[src/rtl/tcgr_pkg.sv]
// ----------------------------------------------------------------------------
// tcgr_pkg - text console glyph renderer shared definitions
// Geometry constants, field widths, codes and the glyph slot mapping.
// ----------------------------------------------------------------------------
package tcgr_pkg;

  // Console geometry
  localparam int GLYPH_COUNT  = 192;
  localparam int GLYPH_HEIGHT = 10;
  localparam int LINE_PITCH   = 512;
  localparam int COLUMNS      = 96;
  localparam int ROWS         = 27;
  localparam int CELL_WIDTH   = 5;

  localparam int STORE_DEPTH  = GLYPH_COUNT * GLYPH_HEIGHT;
  localparam int STORE_AW     = $clog2(STORE_DEPTH);
  localparam int ROW_STRIDE   = GLYPH_HEIGHT * LINE_PITCH;
  localparam int ROWCNT_W     = $clog2(GLYPH_HEIGHT + 1);

  // Field widths
  localparam int CODE_W  = 8;
  localparam int FADDR_W = 11;
  localparam int FDATA_W = 8;
  localparam int PIX_W   = 18;
  localparam int MASK_W  = 5;
  localparam int COLOR_W = 15;
  localparam int COL_W   = 7;
  localparam int ROW_W   = 5;

  localparam logic [COLOR_W-1:0] COLOR_RESET = 15'h7FFF;

  // Operation codes
  localparam logic OP_PUT  = 1'b0;
  localparam logic OP_LOAD = 1'b1;

  // Character codes and code bands
  localparam logic [CODE_W-1:0] CHAR_NEWLINE   = 8'h0A;
  localparam logic [CODE_W-1:0] CHAR_PRINT_LO  = 8'h20;
  localparam logic [CODE_W-1:0] CHAR_HIGH_CTRL = 8'h80;
  localparam logic [CODE_W-1:0] CHAR_LATIN_LO  = 8'hA0;
  localparam logic [CODE_W-1:0] LATIN_OFFSET   = 8'h40;

  // Work handed from the cursor logic to the row sequencer
  typedef struct packed {
    logic                draw;
    logic                scroll;
    logic [STORE_AW-1:0] ram_base;
    logic [PIX_W-1:0]    pix_base;
  } cmd_t;

  // Character code to glyph slot; slot 0 draws nothing
  function automatic logic [CODE_W-1:0] glyph_slot(input logic [CODE_W-1:0] code);
    logic [CODE_W-1:0] slot;
    if (code < CHAR_PRINT_LO) begin
      slot = '0;
    end else if (code < CHAR_HIGH_CTRL) begin
      slot = code - CHAR_PRINT_LO;
    end else if (code < CHAR_LATIN_LO) begin
      slot = '0;
    end else begin
      slot = code - LATIN_OFFSET;
    end
    return slot;
  endfunction

endpackage

[src/rtl/tcgr_if.sv]


interface tcgr_out_if import tcgr_pkg::*; ();
  logic               valid;
  logic               ready;
  logic [PIX_W-1:0]   pixel_address;
  logic [MASK_W-1:0]  pixel_mask;
  logic [COLOR_W-1:0] color;
  logic               scroll;
  logic               last;

  modport source (output valid, pixel_address, pixel_mask, color, scroll, last,
                  input ready);
  modport sink   (input valid, pixel_address, pixel_mask, color, scroll, last,
                  output ready);
endinterface

[src/rtl/tcgr_seq.sv]
// ----------------------------------------------------------------------------
// tcgr_seq - glyph row sequencer
// Steps through the glyph rows of a command, one font store read per
// cycle while the result channel does not stall, appends the scroll
// result and drives the registered result channel.
// ----------------------------------------------------------------------------
module tcgr_seq import tcgr_pkg::*; (
  input  logic                clk,
  input  logic                rst_n,
  input  logic                load,        // new command taken this cycle
  input  cmd_t                cmd,
  input  logic [COLOR_W-1:0]  text_color,
  output logic                free,        // may take a new input transaction
  output logic                rd_en,
  output logic [STORE_AW-1:0] rd_addr,
  input  logic [FDATA_W-1:0]  rd_data,
  tcgr_out_if.source          out_ch
);

  // Issue stage
  logic [ROWCNT_W-1:0] a_rows_r;
  logic                a_scroll_r;
  logic [STORE_AW-1:0] a_raddr_r;
  logic [PIX_W-1:0]    a_pix_r;

  // Read-data stage
  logic                b_vld_r;
  logic                b_row_r;
  logic                b_last_r;
  logic [PIX_W-1:0]    b_pix_r;

  // Result register
  logic                o_vld_r;
  logic [PIX_W-1:0]    o_pix_r;
  logic [MASK_W-1:0]   o_mask_r;
  logic [COLOR_W-1:0]  o_color_r;
  logic                o_scroll_r;
  logic                o_last_r;

  logic o_adv, b_go, b_free, a_busy, issue, beat_row, beat_last;

  // Flow control
  always_comb begin
    o_adv     = !o_vld_r || out_ch.ready;
    b_go      = b_vld_r && o_adv;
    b_free    = !b_vld_r || o_adv;
    a_busy    = (a_rows_r != '0) || a_scroll_r;
    issue     = a_busy && b_free;
    beat_row  = a_rows_r != '0;
    beat_last = beat_row ? ((a_rows_r == ROWCNT_W'(1)) && !a_scroll_r) : 1'b1;
    free      = !a_busy || (issue && beat_last);
    rd_en     = issue && beat_row;
    rd_addr   = a_raddr_r;
  end

  // Issue stage: row count, font address and framebuffer address
  always_ff @(posedge clk) begin
    if (!rst_n) begin
      a_rows_r   <= '0;
      a_scroll_r <= 1'b0;
    end else if (load) begin
      a_rows_r   <= cmd.draw ? ROWCNT_W'(GLYPH_HEIGHT) : '0;
      a_scroll_r <= cmd.scroll;
    end else if (issue) begin
      if (beat_row) begin
        a_rows_r <= a_rows_r - ROWCNT_W'(1);
      end else begin
        a_scroll_r <= 1'b0;
      end
    end
  end

  always_ff @(posedge clk) begin
    if (load) begin
      a_raddr_r <= cmd.ram_base;
      a_pix_r   <= cmd.pix_base;
    end else if (issue && beat_row) begin
      a_raddr_r <= a_raddr_r + STORE_AW'(1);
      a_pix_r   <= a_pix_r + PIX_W'(LINE_PITCH);
    end
  end

  // Read-data stage: waits alongside the font store read
  always_ff @(posedge clk) begin
    if (!rst_n) begin
      b_vld_r <= 1'b0;
    end else if (issue) begin
      b_vld_r <= 1'b1;
    end else if (b_go) begin
      b_vld_r <= 1'b0;
    end
  end

  always_ff @(posedge clk) begin
    if (issue) begin
      b_row_r  <= beat_row;
      b_last_r <= beat_last;
      b_pix_r  <= beat_row ? a_pix_r : '0;
    end
  end

  // Result register
  always_ff @(posedge clk) begin
    if (!rst_n) begin
      o_vld_r <= 1'b0;
    end else if (b_go) begin
      o_vld_r <= 1'b1;
    end else if (out_ch.ready) begin
      o_vld_r <= 1'b0;
    end
  end

  always_ff @(posedge clk) begin
    if (b_go) begin
      o_pix_r    <= b_pix_r;
      o_mask_r   <= b_row_r ? rd_data[MASK_W-1:0] : '0;
      o_color_r  <= b_row_r ? text_color : '0;
      o_scroll_r <= !b_row_r;
      o_last_r   <= b_last_r;
    end
  end

  assign out_ch.valid         = o_vld_r;
  assign out_ch.pixel_address = o_pix_r;
  assign out_ch.pixel_mask    = o_mask_r;
  assign out_ch.color         = o_color_r;
  assign out_ch.scroll        = o_scroll_r;
  assign out_ch.last          = o_last_r;

  // Checks
  a_load_when_free: assert property (@(posedge clk) disable iff (!rst_n)
    load |-> free)
    else $error("command loaded while rows still pending");

  a_rows_bounded: assert property (@(posedge clk) disable iff (!rst_n)
    32'(a_rows_r) <= GLYPH_HEIGHT)
    else $error("glyph row count out of range");

  a_scroll_result_clean: assert property (@(posedge clk) disable iff (!rst_n)
    o_vld_r && o_scroll_r |-> (o_pix_r == '0) && (o_mask_r == '0) &&
                              (o_color_r == '0) && o_last_r)
    else $error("scroll result carries drawing fields or is not last");

  a_final_row_drains: assert property (@(posedge clk) disable iff (!rst_n)
    issue && (a_rows_r == ROWCNT_W'(1)) && !load |=> a_rows_r == '0)
    else $error("row count did not reach zero after the final row");

endmodule

[src/flat_wrapper.sv]
// flat-port wrapper written by rule: the top's interface ports become plain ports
module tcgr_seq_flat import tcgr_pkg::*;
  (clk, rst_n, load, cmd, text_color, free, rd_en, rd_addr, rd_data, out_ch_valid, out_ch_pixel_address, out_ch_pixel_mask, out_ch_color, out_ch_scroll, out_ch_last, out_ch_ready);
  tcgr_out_if out_ch_i ();
  input  logic clk;
  input  logic rst_n;
  input  logic load;
  input  cmd_t cmd;
  input  logic [COLOR_W-1:0] text_color;
  output logic free;
  output logic rd_en;
  output logic [STORE_AW-1:0] rd_addr;
  input  logic [FDATA_W-1:0] rd_data;
  output wire logic [$bits(out_ch_i.valid)-1:0] out_ch_valid;
  output wire logic [$bits(out_ch_i.pixel_address)-1:0] out_ch_pixel_address;
  output wire logic [$bits(out_ch_i.pixel_mask)-1:0] out_ch_pixel_mask;
  output wire logic [$bits(out_ch_i.color)-1:0] out_ch_color;
  output wire logic [$bits(out_ch_i.scroll)-1:0] out_ch_scroll;
  output wire logic [$bits(out_ch_i.last)-1:0] out_ch_last;
  input wire logic [$bits(out_ch_i.ready)-1:0] out_ch_ready;
  assign out_ch_valid = out_ch_i.valid;
  assign out_ch_pixel_address = out_ch_i.pixel_address;
  assign out_ch_pixel_mask = out_ch_i.pixel_mask;
  assign out_ch_color = out_ch_i.color;
  assign out_ch_scroll = out_ch_i.scroll;
  assign out_ch_last = out_ch_i.last;
  assign out_ch_i.ready = out_ch_ready;
  tcgr_seq u_core (.clk(clk), .rst_n(rst_n), .load(load), .cmd(cmd), .text_color(text_color), .free(free), .rd_en(rd_en), .rd_addr(rd_addr), .rd_data(rd_data), .out_ch(out_ch_i));
endmodule
[config.mk]
export PLATFORM = sky130hd
export DESIGN_NAME = tcgr_seq_flat
export DESIGN_NICKNAME = d
export VERILOG_FILES = /design/src/rtl/tcgr_pkg.sv /design/src/rtl/tcgr_if.sv /design/src/rtl/tcgr_seq.sv /design/src/flat_wrapper.sv
export SDC_FILE = /design/constraint.sdc
export NUM_CORES = 1
export LEC_CHECK = 0
export BUFFER_PORTS_ARGS = -buffer_cell sky130_fd_sc_hd__buf_2
export CAP_MARGIN = 25
export CORE_UTILIZATION = 40
export DETAILED_ROUTE_END_ITERATION = 10
export GPL_TIMING_DRIVEN = 0
export HOLD_SLACK_MARGIN = 0.02
export PLACE_DENSITY = 0.67
export SYNTH_ARGS = -nofsm -noshare
export SYNTH_HDL_FRONTEND = slang
export SYNTH_SLANG_ARGS = --single-unit
[constraint.sdc]
create_clock -name clk -period 4.7 [get_ports clk]
set_input_delay 0.705 -clock clk [delete_from_list [all_inputs] [get_ports clk]]
set_output_delay 0.705 -clock clk [all_outputs]
set_load 0.05 [all_outputs]
; ---- Word level (Yosys, flattened, before mapping)
; Cells that the tools add are included.
[totals]
inputBits = 58
ram_bits = 0
output_inout_bits = 54
register_bits = 96
latchBits = 0
word_cells = 57
n_memories = 0
mem_bits_ro = 0
[classes]
addsub = 3
shift = 0
div = 0
magnitude_cmp = 0
n_bitwise = 0
n_reduce_logical = 22
muxes = 16
n_mul = 0
eq_ne = 2
[ops]
columns = op, count
row1 = 18-bit 2-to-1 mux, 2
row2 = 11-bit 2-to-1 mux, 2
row3 = "18-bit by 10-bit adder with 18-bit output, second input constant", 1
row4 = 4-bit 2-to-1 mux, 4
row5 = "11-bit by 1-bit adder with 11-bit output, second input constant", 1
row6 = 2-bit nonzero test, 5
row7 = 1-bit 2-to-1 mux, 8
row8 = 1-bit logical AND, 5
row9 = 1-bit logical NOT, 5
row10 = "4-bit by 1-bit == test with 1-bit output, second input constant", 1
row11 = 1-bit logical OR, 4
row12 = 2-bit AND reduction, 2
row13 = 4-bit nonzero test, 1
row14 = "4-bit by 1-bit subtractor with 4-bit output, second input constant", 1
row15 = "2-bit != test, second input constant", 1

; ---- Depth between registers and ports, before layout
[depth]
depth_word = 7
mapped_depth = 6
mapped_depth_nobuf = 6

; ---- Worst setup path before layout
; Ideal clock, no wire load.
[synth_path]
path_kind = input-to-output
from = in out_ch_ready
to = out free
path_stages = 3
required_time_ps = 3995
arrival_time_ps = 2324
slack_ps = 1671
n_path_buf = 1
cell_sequence = and3b_1 > clkbuf_1 > o32ai_1
[synth_between]
elab_chain_cells = 5
[synth_lines]
columns = element, line_no
row1 = from (decl), flat_wrapper.sv:20  ; input wire logic [$bits(out_ch_i.ready)-1:0] out_ch_ready;
row2 = 1-bit logical OR, tcgr_seq.sv:44  ; o_adv = !o_vld_r || out_ch.ready;
row3 = 1-bit logical OR, tcgr_seq.sv:46  ; b_free = !b_vld_r || o_adv;
row4 = 1-bit logical AND, tcgr_seq.sv:48  ; issue = a_busy && b_free;
row5 = 1-bit logical AND, tcgr_seq.sv:51  ; free = !a_busy || (issue && beat_last);
row6 = 1-bit logical OR, tcgr_seq.sv:51
row7 = to (decl), flat_wrapper.sv:10  ; output logic free;
; No other way between the ends.

; ---- Final worst setup path
[layout_path]
from = reg u_core.a_rows_r[0]
to = out free
[layout_between]
elab_chain_cells = 5
word_cells_on_any_way = 9
cone_classes = eq/ne: 1 / mux: 1 / reduce/logical: 7
[layout_lines]
columns = element, line_no
row1 = from (decl), tcgr_seq.sv:21  ; logic [ROWCNT_W-1:0] a_rows_r;
row2 = from (signal assigned), tcgr_seq.sv:62  ; a_rows_r <= cmd.draw ? ROWCNT_W'(GLYPH_HEIGHT) : '0;
row3 = from (signal assigned), tcgr_seq.sv:66  ; a_rows_r <= a_rows_r - ROWCNT_W'(1);
row4 = 4-bit nonzero test *, tcgr_seq.sv:49  ; beat_row = a_rows_r != '0;
row5 = net u_core.beat_row, tcgr_seq.sv:40  ; logic o_adv, b_go, b_free, a_busy, issue, beat_row, beat_last;
row6 = 1-bit logical OR, tcgr_seq.sv:47  ; a_busy = (a_rows_r != '0) || a_scroll_r;
row7 = 1-bit logical AND, tcgr_seq.sv:48
row8 = 1-bit logical AND, tcgr_seq.sv:51
row9 = 1-bit logical OR *, tcgr_seq.sv:51
; The timed path passes the listed nets; every way through them passes the cells marked *.

==> out/qor.yml <==
setup_path:
  start_kind: "register"
  critPathArrivalTime_ns: 2.32
  rrSetupSlack_ns: 2.75
  reg2regPathDepth: 6
  rr_startpoint: "u_core.a_rows_r[0]"
  end_kind: "primary output"
  reg2reg_to: "u_core.b_pix_r[0]"
  worstPathRequired_ns: 3.99
  path_max_fanout: 10
  path_class: "register to primary output"
  startpoint: "u_core.a_rows_r[0]"
final_layout:
  diodes: 0
  nets: 468
  drive_gt1_share_pct: 33.2
  syn_to_final_growth_pct: 24.1
global_routing:
  grt_pass1_wl_um: 11900
  antenna_found_initial: 0
  grt.overflow.total: 0
  grt_start_max_net_pins: 24
  grt_pass1_vias: 2504
  groute.usage.overall_pct: 15.2
sta:
  fin_tns_setup_ns: 0
  slew_headroom_pct: 61.4
  hold_viol: 0
  skew_ns: 0.0112
  period_needed_ns: 3.03
  timing.hold.ws_ns: 0.423
  report.final.slew_viol_count: 0
  fmax_mhz: 330
  finalSetupViolCount: 0
  tightestPinTransition_ns: 0.578
  fin_crit_sh_pct: 64.5
  rsz0062_at_grt: "false"
placed_design:
  hpwl_um: 5290
  portBuffers: 107
  place.gp.congestion: 0.835
yosys:
  yosysWarnings: 0
  syn_nets: 347
  syn_area_mm2: 0.00395
  yosys.cell_count.top_type: "edfxtp_1"
  yosysTopAreaCellShare_pct: 67.7
  seq_area_frac_synth_pct: 71.3
  syn_avg_cell_area_um2: 13.9
  async_flop_share_pct: 0
  synth_edf_count: 89
  synth_common_cells: "edfxtp_1 (89), and2_1 (47), nand2_1 (19), nand3_1 (19), o21ai_0 (14)"
  synth_seq_cells: 96
  synth_cell_types: 38
  postSynthCellCount: 284
  yosys.area.top_type: "edfxtp_1"
  synth_ff_type: "edfxtp_1"
  synthTopCellsByArea: "edfxtp_1 (68%), and2_1 (7.5%), dfxtp_1 (3.6%)"
cts:
  clk_pin_slew_ns: 0.10
  clock_path_buffers: 2
  postCtsHoldBufs: 0
  cts_sinks: 96
  cts_tree: "done"
  cts_root_buffer: "clkbuf_8"
  cts-htree-levels: 3
  post-cts-setup-buffers: 0
  cts_made_buffers: 9
  cts-resized-gates: 0
  clk_latency_ns: 0.35
detailed_routing:
  dr.pass1.iters: 4
  totalWireLength_um: 7260
  ant_nets: 0
  via_per_inst: 4.87
  drc: 0
  drt-initial-drc-count: 110
  post_drt_wl_per_cell_um: 13.5
  route.vias.total: 2625
flow_run:
  drv_cap: 0
die:
  num_io_pins: 112
  fp.dieArea_mm2: 0.0103
  dieWidth_um: 101
  std_cell_rows: 35
  start_util_pct: 41.9
  die_h_um: 101
  core_mm2: 0.00942
worst_hold_path:
  hold_start: "u_core.b_pix_r[14]"
  hold_end: "u_core.out_ch.pixel_address[14]"
  hold_class: "register to register"
  hold_depth: 0
power:
  peakVddDrop_uv: 198
  p_leak_nw: 1.93
  p_per_area_mw_per_mm2: 497
run_status:
  status: "completed"
==> kinds of logic after synthesis <==
group	synth area share, %
compound gates	5.93
xor+xnor	1.33
fa+ha+maj	1.59
buf+inv	2.06
flops	71.3
mux	0.571
simple gates	17.2
==> cell type report <==
| cell class | instances | area (µm²) |
|---|---|---|
| fill | 816 | 4520 |
| sequential | 96 | 2810 |
| multi-input combinational | 167 | 1070 |
| timing repair buffer | 110 | 593 |
| tap | 129 | 161 |
| clock buffer | 9 | 124 |
| clock inverter | 7 | 58.8 |
| buffer | 13 | 51.3 |
| inverter | 8 | 30.0 |
==> critical path, stage by stage (launching register included) <==
cell and delay [ns]:
dfxtp_1 0.35, inv_1 0.10, ha_1 0.19, nor3b_2 0.40, inv_1 0.20, clkbuf_1 0.25
o32ai_1 0.17, buf_2 0.31
==> state kept, by name, indices dropped and copies added, names as in the netlist, 4 cells and up <==
register / count
u_core.rd_addr: 11
u_core.a_pix_r: 18
u_core.out_ch.pixel_address: 18
u_core.a_rows_r: 4
u_core.out_ch.color: 15
u_core.out_ch.pixel_mask: 5
u_core.b_pix_r: 18
==> worst max-delay path by stage <==
stage | end | slack, ns
after floorplan | free | 1.67
final | free | 1.67
after CTS | free | 1.63
after global placement | u_core.a_pix_r[15] | 0.82
after detailed placement | free | 2.03
after global routing | free | 1.39
==> placed cells by master, fill, tap and decap left out, types with 4 or more instances in the layout <==
master,count
buf_2,109
edfxtp_1,89
and2_1,47
nand2_1,19
nand3_1,19
o21ai_0,13
clkbuf_1,10
or4_1,9
clkbuf_8,9
inv_1,8
nor2_1,8
dfxtp_1,7
o211ai_1,6
ha_1,5
xor2_1,4
inv_6,4
==> where the power goes <==
part	switching, mW	leakage, nW	internal [mW]	total, mW
Combinational	0.493	0.891	0.185	0.678
Sequential	0.0876	0.942	1.16	1.25
Clock	0.300	0.0946	0.203	0.503
Total	0.880	1.93	1.55	2.43
==> routing by layer <==
| layer | vias up | wire length (µm) | global-route usage (%) |
|---|---|---|---|
| met3 | 6 | 708 | 5.52 |
| met1 | 1221 | 3120 | 18.3 |
| met5 | - | 0 | 0 |
| met4 | 0 | 71 | 4.79 |
| li1 | 1289 | - | - |
| met2 | 109 | 3360 | 25.3 |
==> stage by stage <==
| step | cells | util (%) | total power [mW] | cell area, µm² | setup slack [ns] |
|---|---|---|---|---|---|
| 2_1_floorplan | 284 | - | 1.76 | 3950 | 1.67 |
| 3_3_place_gp | 520 | 49.3 | 1.92 | 4640 | 0.824 |
| 3_5_place_dp | 522 | 49.9 | 1.95 | 4700 | 2.03 |
| 4_1_cts | 538 | 51.9 | 2.45 | 4880 | 1.63 |
| 5_1_grt | 539 | 52.0 | 2.56 | 4900 | 1.39 |
| 6_report | 539 | 52.0 | 2.43 | 4900 | 1.67 |
No activity file was read; power rests on OpenSTA's default activity.
