<file path="src/rtl/tcgr_pkg.sv">
// ----------------------------------------------------------------------------
// tcgr_pkg - text console glyph renderer shared definitions
// Geometry constants, field widths, codes and the glyph slot mapping.
// ----------------------------------------------------------------------------
package tcgr_pkg;

  // Console geometry
  localparam int GLYPH_COUNT  = 192;
  localparam int GLYPH_HEIGHT = 10;
  localparam int LINE_PITCH   = 512;
  localparam int COLUMNS      = 96;
  localparam int ROWS         = 27;
  localparam int CELL_WIDTH   = 5;

  localparam int STORE_DEPTH  = GLYPH_COUNT * GLYPH_HEIGHT;
  localparam int STORE_AW     = $clog2(STORE_DEPTH);
  localparam int ROW_STRIDE   = GLYPH_HEIGHT * LINE_PITCH;
  localparam int ROWCNT_W     = $clog2(GLYPH_HEIGHT + 1);

  // Field widths
  localparam int CODE_W  = 8;
  localparam int FADDR_W = 11;
  localparam int FDATA_W = 8;
  localparam int PIX_W   = 18;
  localparam int MASK_W  = 5;
  localparam int COLOR_W = 15;
  localparam int COL_W   = 7;
  localparam int ROW_W   = 5;

  localparam logic [COLOR_W-1:0] COLOR_RESET = 15'h7FFF;

  // Operation codes
  localparam logic OP_PUT  = 1'b0;
  localparam logic OP_LOAD = 1'b1;

  // Character codes and code bands
  localparam logic [CODE_W-1:0] CHAR_NEWLINE   = 8'h0A;
  localparam logic [CODE_W-1:0] CHAR_PRINT_LO  = 8'h20;
  localparam logic [CODE_W-1:0] CHAR_HIGH_CTRL = 8'h80;
  localparam logic [CODE_W-1:0] CHAR_LATIN_LO  = 8'hA0;
  localparam logic [CODE_W-1:0] LATIN_OFFSET   = 8'h40;

  // Work handed from the cursor logic to the row sequencer
  typedef struct packed {
    logic                draw;
    logic                scroll;
    logic [STORE_AW-1:0] ram_base;
    logic [PIX_W-1:0]    pix_base;
  } cmd_t;

  // Character code to glyph slot; slot 0 draws nothing
  function automatic logic [CODE_W-1:0] glyph_slot(input logic [CODE_W-1:0] code);
    logic [CODE_W-1:0] slot;
    if (code < CHAR_PRINT_LO) begin
      slot = '0;
    end else if (code < CHAR_HIGH_CTRL) begin
      slot = code - CHAR_PRINT_LO;
    end else if (code < CHAR_LATIN_LO) begin
      slot = '0;
    end else begin
      slot = code - LATIN_OFFSET;
    end
    return slot;
  endfunction

endpackage

</file>
<file path="src/rtl/tcgr_cursor.sv">
// ----------------------------------------------------------------------------
// tcgr_cursor - cursor tracking and character decode
// Holds the cursor, maps the character to a glyph slot and builds the
// drawing command for the row sequencer.
// ----------------------------------------------------------------------------
module tcgr_cursor import tcgr_pkg::*; (
  input  logic              clk,
  input  logic              rst_n,
  input  logic              put,        // put-character transaction this cycle
  input  logic [CODE_W-1:0] char_code,
  output cmd_t              cmd
);

  logic [COL_W-1:0]  col_r, col_nxt;
  logic [ROW_W-1:0]  row_r, row_nxt;
  logic [COL_W:0]    col_inc;
  logic [ROW_W:0]    row_inc, row_tmp;
  logic [CODE_W-1:0] slot;
  logic              scroll;

  // Glyph decode and base addresses from the current cursor
  always_comb begin
    slot         = glyph_slot(char_code);
    cmd.draw     = (char_code != CHAR_NEWLINE) && (slot != '0) &&
                   (32'(slot) < GLYPH_COUNT);
    cmd.scroll   = scroll;
    cmd.ram_base = STORE_AW'(32'(slot) * GLYPH_HEIGHT);
    cmd.pix_base = PIX_W'(32'(col_r) * CELL_WIDTH + 32'(row_r) * ROW_STRIDE);
  end

  // Cursor advance, wrap and clamp
  always_comb begin
    col_inc = {1'b0, col_r} + (COL_W+1)'(1);
    row_inc = {1'b0, row_r} + (ROW_W+1)'(1);
    if (char_code == CHAR_NEWLINE) begin
      col_nxt = '0;
      row_tmp = row_inc;
    end else if (32'(col_inc) >= COLUMNS) begin
      col_nxt = '0;
      row_tmp = row_inc;
    end else begin
      col_nxt = col_inc[COL_W-1:0];
      row_tmp = {1'b0, row_r};
    end
    scroll     = 32'(row_tmp) >= ROWS;
    row_nxt    = scroll ? ROW_W'(ROWS - 1) : row_tmp[ROW_W-1:0];
  end

  always_ff @(posedge clk) begin
    if (!rst_n) begin
      col_r <= '0;
      row_r <= '0;
    end else if (put) begin
      col_r <= col_nxt;
      row_r <= row_nxt;
    end
  end

  // Checks
  a_cursor_in_grid: assert property (@(posedge clk) disable iff (!rst_n)
    (32'(col_r) < COLUMNS) && (32'(row_r) < ROWS))
    else $error("cursor left the character grid");

  a_scroll_clamps: assert property (@(posedge clk) disable iff (!rst_n)
    put && cmd.scroll |=> 32'(row_r) == ROWS - 1)
    else $error("scroll did not clamp the cursor to the last row");

endmodule

</file>
<file path="config.mk">
export PLATFORM = sky130hd
export DESIGN_NAME = tcgr_cursor
export DESIGN_NICKNAME = d
export VERILOG_FILES = /design/src/rtl/tcgr_pkg.sv /design/src/rtl/tcgr_cursor.sv
export SDC_FILE = /design/constraint.sdc
export NUM_CORES = 1
export LEC_CHECK = 0
export ABC_AREA = 1
export BUFFER_PORTS_ARGS = -buffer_cell sky130_fd_sc_hd__clkbuf_2
export CORE_MARGIN = 5
export CORE_UTILIZATION = 58
export CTS_CLUSTER_SIZE = 14
export DETAILED_ROUTE_END_ITERATION = 10
export GPL_TIMING_DRIVEN = 0
export PLACE_DENSITY_LB_ADDON = 0.1
export RECOVER_POWER = 25
export REMOVE_ABC_BUFFERS = 1
export SYNTH_ARGS = -nofsm -noshare
export SYNTH_HDL_FRONTEND = slang
export SYNTH_SLANG_ARGS = --single-unit
</file>
<file path="constraint.sdc">
create_clock -name clk -period 6 [get_ports clk]
set_clock_uncertainty 0.2 [all_clocks]
set_input_delay 0.3 -clock clk [delete_from_list [all_inputs] [get_ports clk]]
set_output_delay 0.3 -clock clk [all_outputs]
set_load 0.02 [all_outputs]
</file>
; ---- Yosys cells after proc, flatten, opt, wreduce, memory -nomap -nowiden
; Cells that the tools add are included.
[word_totals]
ff_bits = 12
input_bits = 11
out_inout_bits = 31
word_cells = 29
[op_classes]
mul = 3
add_sub_neg = 5
n_lt_le_gt_ge = 6
eq_ne = 2
n_reduce_logical = 3
mux = 8
[op_table]
columns = operator, n
row1 = "< comparator 8 bit, second input constant", 3
row2 = 2-to-1 mux 8 bit, 3
row3 = adder 10 x 18 -> 18 bit, 1
row4 = 2-to-1 mux 7 bit, 2
row5 = 2-to-1 mux 6 bit, 2
row6 = "multiplier 7 x 3 -> 10 bit, second input constant", 1
row7 = "multiplier 8 x 3 -> 10 bit, second input constant", 1
row8 = "adder 7 x 1 -> 8 bit, second input constant", 1
row9 = "== test 8 x 4 -> 1 bit, second input constant", 1
row10 = "greater-or-equal comparator 8 x 7 -> 1 bit, second input constant", 1
row11 = "< comparator 8 x 6 -> 1 bit, second input constant", 1
row12 = "multiplier 5 x 3 -> 8 bit, second input constant", 1
row13 = "inequality test 8 x 4 -> 1 bit, second input constant", 1
row14 = nonzero test 8 bit, 1
row15 = "subtractor 8 x 6 -> 8 bit, second input constant", 1
row16 = "subtractor 8 x 7 -> 8 bit, second input constant", 1
row17 = "adder 5 x 1 -> 6 bit, second input constant", 1
row18 = "greater-or-equal comparator 6 x 5 -> 1 bit, second input constant", 1
row19 = 2-to-1 mux 5 bit, 1
row20 = logical AND 1 bit, 2

; ---- Logic depth before layout (Yosys ltp)
; Gate-level depths: netlist (run 1).
[depth]
ltp_word = 7
depth_mapped = 15
mapped_depth_nobuf = 15

; ---- Worst setup path before layout (run 1)
; OpenSTA, ideal clock, no wires.
[synth_path]
kind = input -> output
from = input port char_code[5]
to = output port cmd[28] (netlist name)
stages = 11
required_ns = 5.500
arrival_time_ns = 2.519
slack_ns = 2.981
path_buffers = 0
path_cell_list = inv_1 > ha_1 > a211oi_1 > ha_1 > ha_1 > inv_1 > o31ai_1 > nand2_1 > nand2_1 > a21oi_1 > xor2_1
[synth_lines]
columns = item, line
row1 = from (decl), tcgr_cursor.sv:10  ; input logic [CODE_W-1:0] char_code,
row2 = to (decl), tcgr_cursor.sv:11  ; output cmd_t cmd

==> results.toml, run 1 <==
[sta]
period_needed_ps = 3320
hold_viol = 0
fmax_ghz = 0.302
holdWs_ps = 77.1
slew_headroom = 0.663
final_max_slew_viol_count = 0
fin_crit_sh = 0.553
fin_tns_setup_ps = 0
setup_viol = 0
tightest_slew_ps = 503
rsz0062_at_grt = "false"

[grt]
grt_pass1_wl_um = 5810
grt_pass1_vias = 1465
grt_max_degree = 12
grt_overflow = 0
grt_usage = 0.168
antenna_found_initial = 0

[setup_path]
cp-start-kind = "input pin"
r2r-start = "col_r[0]$_SDFFE_PN0P_"
cp-end-kind = "output port"
r2r_slack_ps = 3870
worstPathRequired_ps = 5500
crit_start = "char_code[5]"
worstReg2RegEnd = "row_r[1]$_SDFFE_PN0P_"
worst-path-max-fanout = 4
endpoint = "cmd[28]"
critPathArrivalTime_ps = 2820
rr_worst_depth = 14
crit_type = "in2out"

[run_status]
outcome = "finished, final reports clean"

[route]
ant_nets = 0
drt_iter0_markers = 61
drc = 0
dr.pass1.iters = 4
met2_wirelength_um = 1410
totalWireLength_um = 3110
via_per_inst = 5.12
routedWlPerCell_um = 10.6
top_layer_used = "met4"
dr_wl_met3_um = 113
vias = 1500
wl_met1_um = 1560

[layout]
diodes = 0
syn_to_final_growth_pct = 12.4
final_nets = 314
fillers = 277
layout-drive-gt1-share = 0.198
multi_input_area_mm2 = 0.00124
seq_area_um2 = 240

[cts]
post_cts_resized = 0
clock_sinks = 12
ctsHtreeMaxLevel = 1
cts_buffer_depth = 2
numCtsBuffers = 3
clkTransAtPathRegs_ps = 80
tritoncts = "done"
insertion_delay_ps = 270
hold_buffers = 0
cts_setup_buffers = 0
root_buffer = "clkbuf_4"

[run]
cap_violations = 0

[synthesis]
yosysSeqAreaShare = 0.144
yosys.cell_count.top_type = "ha_1"
synth_area_mm2 = 0.00167
synth_top_area_share = 0.277
synth_warnings = 0
netlist_top_cells_count = "37 x ha_1, 35 x inv_1, 31 x nand2_1, 21 x nor2_1, 12 x dfxtp_1"
synthArstFlopShare = 0
yosysUniqueCellTypes = 34
ys_seq_elements = 12
synth.avg_cell_area_um2 = 7.43
synth.area.top_cells = "ha_1 28%, dfxtp_1 14%, inv_1 7.9%, nand2_1 7.0%, xor2_1 5.2%"
syn_inst = 225
synth_edf_count = 0
yosysTopAreaCell = "ha_1"
synth-main-ff-cell = "dfxtp_1"

[floorplanning]
num_io_pins = 42
start_util = 0.606
core_area_mm2 = 0.00276
row_count = 19
die_w_um = 63.7
die_h_um = 63.7
die_area_mm2 = 0.00406

[pwr]
power.density_mw_per_mm2 = 144
peakVddDrop_uv = 117
p_leak_nw = 1.11

[placed_design]
place_congestion = 0.825
dp_hpwl_um = 2650
port_buffers = 40

[worst_hold_path]
hp-class = "in2reg"
worst max-delay path: stages:
cell and delay (ps):
clkbuf_2 110, inv_1 40, ha_1 280, a211oi_1 470
ha_1 330, ha_1 310, inv_1 60, o31ai_1 350
nand2_1 90, nand2_1 80, a21oi_1 70, xor2_1 130
clkbuf_2 180
sequential cells by signal, summed over array words and instances, names as in the netlist:
name and cells:
col_r 7, row_r 5
layout make-up:
type,instances,share of cell area
clock buffers,4,0.0193
inverters,37,0.0739
multi-input cells,169,0.658
flip-flops and latches,12,0.128
well taps,31,0.0206
repair buffers,40,0.101
worst min-delay path by stage:
stage                               start                     to  slack [ps]  depth (start not counted)
global route                        rst_n  row_r[3]$_SDFFE_PN0P_          80                          3
CTS                                 rst_n  row_r[3]$_SDFFE_PN0P_          70                          3
detailed placement  col_r[6]$_SDFFE_PN0P_  col_r[6]$_SDFFE_PN0P_         340                          2
finish                              rst_n  row_r[3]$_SDFFE_PN0P_          80                          3
global placement    col_r[6]$_SDFFE_PN0P_  col_r[6]$_SDFFE_PN0P_         340                          2
floorplan                           rst_n  row_r[4]$_SDFFE_PN0P_         240                          2
per-stage QoR:
step	std cells	area (um^2)	worst slack, ps	total power [mW]	utilization
floorplan	218	1620	2980	0.179	-
global placement	289	1860	2680	0.211	0.675
detailed placement	289	1860	2640	0.212	0.675
CTS	293	1900	2630	0.278	0.688
global route	293	1880	2460	0.294	0.681
finish	293	1880	2680	0.271	0.681
cell families after synthesis:
| kind of cell | share of synthesized area |
|---|---|
| and+or+nand+nor | 0.261 |
| buffers and inverters | 0.112 |
| adders and majority gates | 0.313 |
| AOI/OAI and AO/OA | 0.105 |
| xor gates and xnor gates | 0.0629 |
| DFF | 0.144 |
| other | 0.00224 |
placed cells by master, fill, tap and decap left out, drive strengths merged:
master and count:
a211oi 3, a21o 1, a21oi 11, a22oi 1
a31oi 3, clkbuf 44, conb 1, dfxtp 12
fa 3, ha 37, inv 37, nand2 39
nand3 14, nand4 3, nor2 23, nor3 4
nor4 2, o21ai 9, o21bai 1, o31ai 1
or2 1, xnor2 2, xor2 10
routing by layer:
| metal | vias to the layer above | GRT usage |
|---|---|---|
| met4 | 0 | 0.0545 |
| li1 | 809 | - |
| met3 | 4 | 0.0160 |
| met5 | - | 0 |
| met1 | 659 | 0.214 |
| met2 | 28 | 0.293 |
power breakdown:
part,leakage [nW],internal (mW),switching [mW]
logic,0.987,0.0418,0.0764
clock network,0.0210,0.0369,0.0270
registers,0.0982,0.0831,0.00628
total,1.11,0.162,0.110
No activity file was read; power rests on OpenSTA's default activity.
==> run 2, diff against run 1 <==
--- a/config.mk
+++ b/config.mk
@@ -8,7 +8,7 @@
 export ABC_AREA = 1
 export BUFFER_PORTS_ARGS = -buffer_cell sky130_fd_sc_hd__clkbuf_2
 export CORE_MARGIN = 5
-export CORE_UTILIZATION = 58
+export CORE_UTILIZATION = 54
 export CTS_CLUSTER_SIZE = 14
 export DETAILED_ROUTE_END_ITERATION = 10
 export GPL_TIMING_DRIVEN = 0
==> constraint.sdc (replaced) <==
create_clock -name clk -period 3.3 [get_ports clk]
set_clock_uncertainty 0.2 [all_clocks]
set_input_delay 0.165 -clock clk [delete_from_list [all_inputs] [get_ports clk]]
set_output_delay 0.165 -clock clk [all_outputs]
set_load 0.02 [all_outputs]
==> results.toml, run 2 (same netlist as run 1, synthesis figures left out) <==
[run_status]
outcome = "finished, final reports clean"

[pwr]
seqPwrFrac = 0.326
p_leak_nw = 1.11
p_sw_uw = 203
peakVddDrop_uv = 132
p_int_uw = 295
power.share.combinational = 0.433
switching_share = 0.407
power.density_mw_per_mm2 = 263
clockPowerShare = 0.241

[placed_design]
dp.cells = 291
dp_hpwl_um = 2620
port_buffers = 40
place_congestion = 0.813

[layout]
top_register = "col_r"
layout_commonest_cell = "ha_1"
top_regs = "col_r x7, row_r x5"
final_cell_mix = "37 x ha_1, 35 x inv_1, 31 x nand2_1, 31 x clkbuf_2, 22 x nor2_1"
finalNonFillerCells = 296
diodes = 0
largest_reg_flops = 7
syn_to_final_growth_pct = 13.2
layout-drive-gt1-share = 0.198
final_nets = 315
fillers = 276

[route]
top_layer_used = "met4"
wl_met1_um = 1540
dr.pass1.iters = 4
met2_wirelength_um = 1380
vias = 1502
dr_wl_met3_um = 113
drt_iter0_markers = 98
totalWireLength_um = 3040
drc = 0
ant_nets = 0
via_per_inst = 5.07
routedWlPerCell_um = 10.3

[setup_path]
worst_path_largest_cell_delay_ps = 500
crit_path_cell_trace = "clkbuf_2, inv_1, ha_1, a211oi_1, ha_1, ha_1, inv_1, o31ai_1, nand2_1, nand2_1, a21oi_1, xor2_1, clkbuf_2"
cp-end-kind = "output port"
crit_cells = 13
critPathArrivalTime_ps = 2700
crit_type = "in2out"
worstPathRequired_ps = 2930
cpMostUsedCell = "ha_1"
worst-path-max-fanout = 4
cp-start-kind = "input pin"
cpLargestDelayFamily = "adder cells"
rr_worst_depth = 14
crit_slowest_cell = "a211oi_1"
critical_path_buf_inv_count = 4

[sta]
tightest_slew_ps = 535
setup_viol = 0
period_needed_ps = 3070
fin_crit_sh = 0.930
final_max_slew_viol_count = 0
hold_viol = 0
fin_tns_setup_ps = 0
fmax_ghz = 0.326
slew_headroom = 0.641
rsz0062_at_grt = "false"

[worst_hold_path]
hp-class = "in2reg"
holdPathStages = 3

[cts]
ctsHtreeMaxLevel = 1
root_buffer = "clkbuf_4"
post_cts_resized = 0
hold_buffers = 1
clock_sinks = 12
cts_buffer_depth = 2
numCtsBuffers = 3
clkTransAtPathRegs_ps = 80
cts_setup_buffers = 0
tritoncts = "done"
insertion_delay_ps = 270

[floorplanning]
core_area_mm2 = 0.00300
die_area_mm2 = 0.00431
num_io_pins = 42
die_w_um = 65.6
row_count = 20
die_h_um = 65.6
start_util = 0.557

[grt]
grt_pass1_wl_um = 5790
grt_max_degree = 12
antenna_found_initial = 0
grt_pass1_vias = 1463
grt_overflow = 0
grt_usage = 0.161

[run]
cap_violations = 0
run 2: cell count changes in the layout (fill, tap and decap cells not counted):
cell	change
dlygate4sd3_1	+1
run 2: worst min-delay path: cells and delay by family:
| kind | cells | cell delay [ps] |
|---|---|---|
| buffers and inverters | 1 | 150 |
| AND/OR/NAND/NOR | 2 | 170 |
run 2: layer usage:
| metal | GRT usage | up-vias |
|---|---|---|
| li1 | - | 814 |
| met3 | 0.0171 | 2 |
| met1 | 0.216 | 654 |
| met2 | 0.274 | 32 |
| met5 | 0 | - |
| met4 | 0.0389 | 0 |
run 2: path summary, 6_finish.rpt:
path                               from               endpoint  slack (ps)
setup / recovery           char_code[5]                cmd[28]         230
hold / removal                      put  col_r[1]$_SDFFE_PN0P_          50
setup reg to reg  col_r[0]$_SDFFE_PN0P_  row_r[1]$_SDFFE_PN0P_        1120
hold reg to reg   col_r[6]$_SDFFE_PN0P_  col_r[6]$_SDFFE_PN0P_         360
run 2: area by class of cell:
type | instances | area [um^2] | area share
multi-input cells | 169 | 1240 | 0.653
flip-flops and latches | 12 | 240 | 0.127
repair buffers | 41 | 199 | 0.105
inverters | 37 | 139 | 0.0734
well taps | 33 | 41.3 | 0.0218
clock buffers | 4 | 36.3 | 0.0192
run 2: power by group through the flow:
stage | logic (mW) | registers, mW | clock network, mW
after detailed placement | 0.220 | 0.166 | 0
after floorplan | 0.158 | 0.167 | 0
after global routing | 0.244 | 0.164 | 0.129
final | 0.215 | 0.162 | 0.120
after CTS | 0.222 | 0.162 | 0.121
after global placement | 0.218 | 0.166 | 0
run 2: metrics by stage:
stage	worst slack [ps]	total power, mW	util	hold WS [ps]	instance area (um^2)
CTS	190	0.506	0.636	47.3	1910
detailed placement	196	0.385	0.621	245	1860
floorplan	551	0.325	-	103	1620
finish	232	0.498	0.630	50.3	1890
global route	85.2	0.537	0.630	110	1890
global placement	218	0.384	0.621	234	1860
==> run 3, diff against run 2 <==
==> constraint.sdc (replaced) <==
create_clock -name clk -period 3.3 [get_ports clk]
set_clock_uncertainty 0.2 [all_clocks]
set_input_delay 0.66 -clock clk [delete_from_list [all_inputs] [get_ports clk]]
set_output_delay 0.66 -clock clk [all_outputs]
set_load 0.02 [all_outputs]
==> results.toml, run 3 (same netlist as run 1, synthesis figures left out) <==
[cts]
ctsHtreeMaxLevel = 1
clock_sinks = 12
tritoncts = "done"
insertion_delay_ps = 270
cts_buffer_depth = 2
numCtsBuffers = 3
clkTransAtPathRegs_ps = 80
root_buffer = "clkbuf_4"

[grt]
grt_usage = 0.187
grt_pass1_vias = 1601
antenna_found_initial = 0
grt_overflow = 0
grt_pass1_wl_um = 6490
grt_max_degree = 12

[pwr]
peakVddDrop_uv = 155
p_leak_nw = 1.17
power.density_mw_per_mm2 = 260

[setup_path]
crit_type = "in2out"
critPathArrivalTime_ps = 2700
r2r_slack_ps = 1130
cp-end-kind = "output port"
worst-path-max-fanout = 3
worstPathRequired_ps = 2440
cp-start-kind = "input pin"

[layout]
fillers = 237
layout_commonest_cell = "nand2_1"
layout-drive-gt1-share = 0.367
top_regs = "col_r x7, row_r x5"
diodes = 0
finalNonFillerCells = 303
top_register = "col_r"
syn_to_final_growth_pct = 30.8
final_nets = 322
largest_reg_flops = 7
fin_util = 0.728
final_cell_mix = "31 x nand2_1, 30 x inv_1, 30 x clkbuf_2, 28 x ha_1, 18 x nor2_1"

[run_status]
outcome = "finished with violations"
violations = "setup timing"

[worst_hold_path]
hp-class = "reg2reg"

[route]
totalWireLength_um = 3760
via_per_inst = 5.26
drt_iter0_markers = 61
dr.pass1.iters = 4
ant_nets = 0
vias = 1594
routedWlPerCell_um = 12.4
drc = 0

[sta]
hold_viol = 0
period_needed_ps = 3560
fmax_ghz = 0.281
final_max_slew_viol_count = 0
fin_crit_sh = 1.08
rsz0062_at_grt = "true"
worst_slack_ps = -262
setup_viol = 3

[run]
cap_violations = 0

[floorplanning]
row_count = 20
core_area_mm2 = 0.00300
die_h_um = 65.6
num_io_pins = 42
die_w_um = 65.6
die_area_mm2 = 0.00431
start_util = 0.557

[placed_design]
dp_hpwl_um = 2620
dp.cells = 291
dp_slack_ps = -794
port_buffers = 40
place_congestion = 0.813
[run 3: cell types whose count changed in the layout (fill, tap and decap cells not counted), sizes merged]
| cell | previous run | this run |
|---|---|---|
| dlygate4sd3 | 1 | 0 |
| clkbuf | 44 | 38 |
| buf | 0 | 14 |
[run 3: timing repair]
action,CTS,global route
buffers inserted,5,3
hold buffers,0,0
pin swaps,6,12
resized for setup,24,33
endpoints found under the setup margin,6,8
[run 3: cell type report]
cell class / instances / area, um^2 / share of cell area
Timing Repair Buffer: 48 / 289 / 0.132
Multi-Input combinational cell: 169 / 1420 / 0.651
Sequential cell: 12 / 249 / 0.114
Inverter: 37 / 146 / 0.0670
Clock buffer: 4 / 36.3 / 0.0166
Tap cell: 33 / 41.3 / 0.0189
[run 3: layer usage]
layer	global-route usage	share of wire	up-vias
met5	0	0	-
met4	0.0674	0.016	0
met3	0.0239	0.042	8
met2	0.333	0.50	44
met1	0.226	0.44	715
li1	-	-	827
[run 3: final timing paths]
path	cells past startpoint	startpoint	end
worst min register to register	2	col_r[6]$_SDFFE_PN0P_	col_r[6]$_SDFFE_PN0P_
worst min-delay path	2	col_r[6]$_SDFFE_PN0P_	col_r[6]$_SDFFE_PN0P_
worst max register to register	14	col_r[0]$_SDFFE_PN0P_	row_r[1]$_SDFFE_PN0P_
worst max-delay path	13	char_code[6]	cmd[28]
[run 3: critical path, stage by stage]
cell      delay [ps]
buf_8            110
inv_4             50
ha_4             200
a211oi_4         310
ha_4             260
ha_4             300
inv_4             40
o31ai_4          250
nand2_1           80
nand2_1           80
a21oi_2           60
xor2_1           130
buf_4            160
[run 3: power by group]
part | total, mW | internal (mW) | switching (mW)
clock network | 0.119 | 0.0670 | 0.0518
registers | 0.162 | 0.151 | 0.0111
logic | 0.288 | 0.120 | 0.169
total | 0.569 | 0.338 | 0.231
[run 3: stage by stage]
step | hold WS (ps) | area, um^2 | power, mW | setup TNS (ps)
finish | 339 | 2190 | 0.569 | -631
CTS | 365 | 2060 | 0.549 | -610
detailed placement | 349 | 1860 | 0.385 | -2210
floorplan | 301 | 1620 | 0.325 | -936
global route | 362 | 2190 | 0.611 | -1150
global placement | 349 | 1860 | 0.384 | -2100
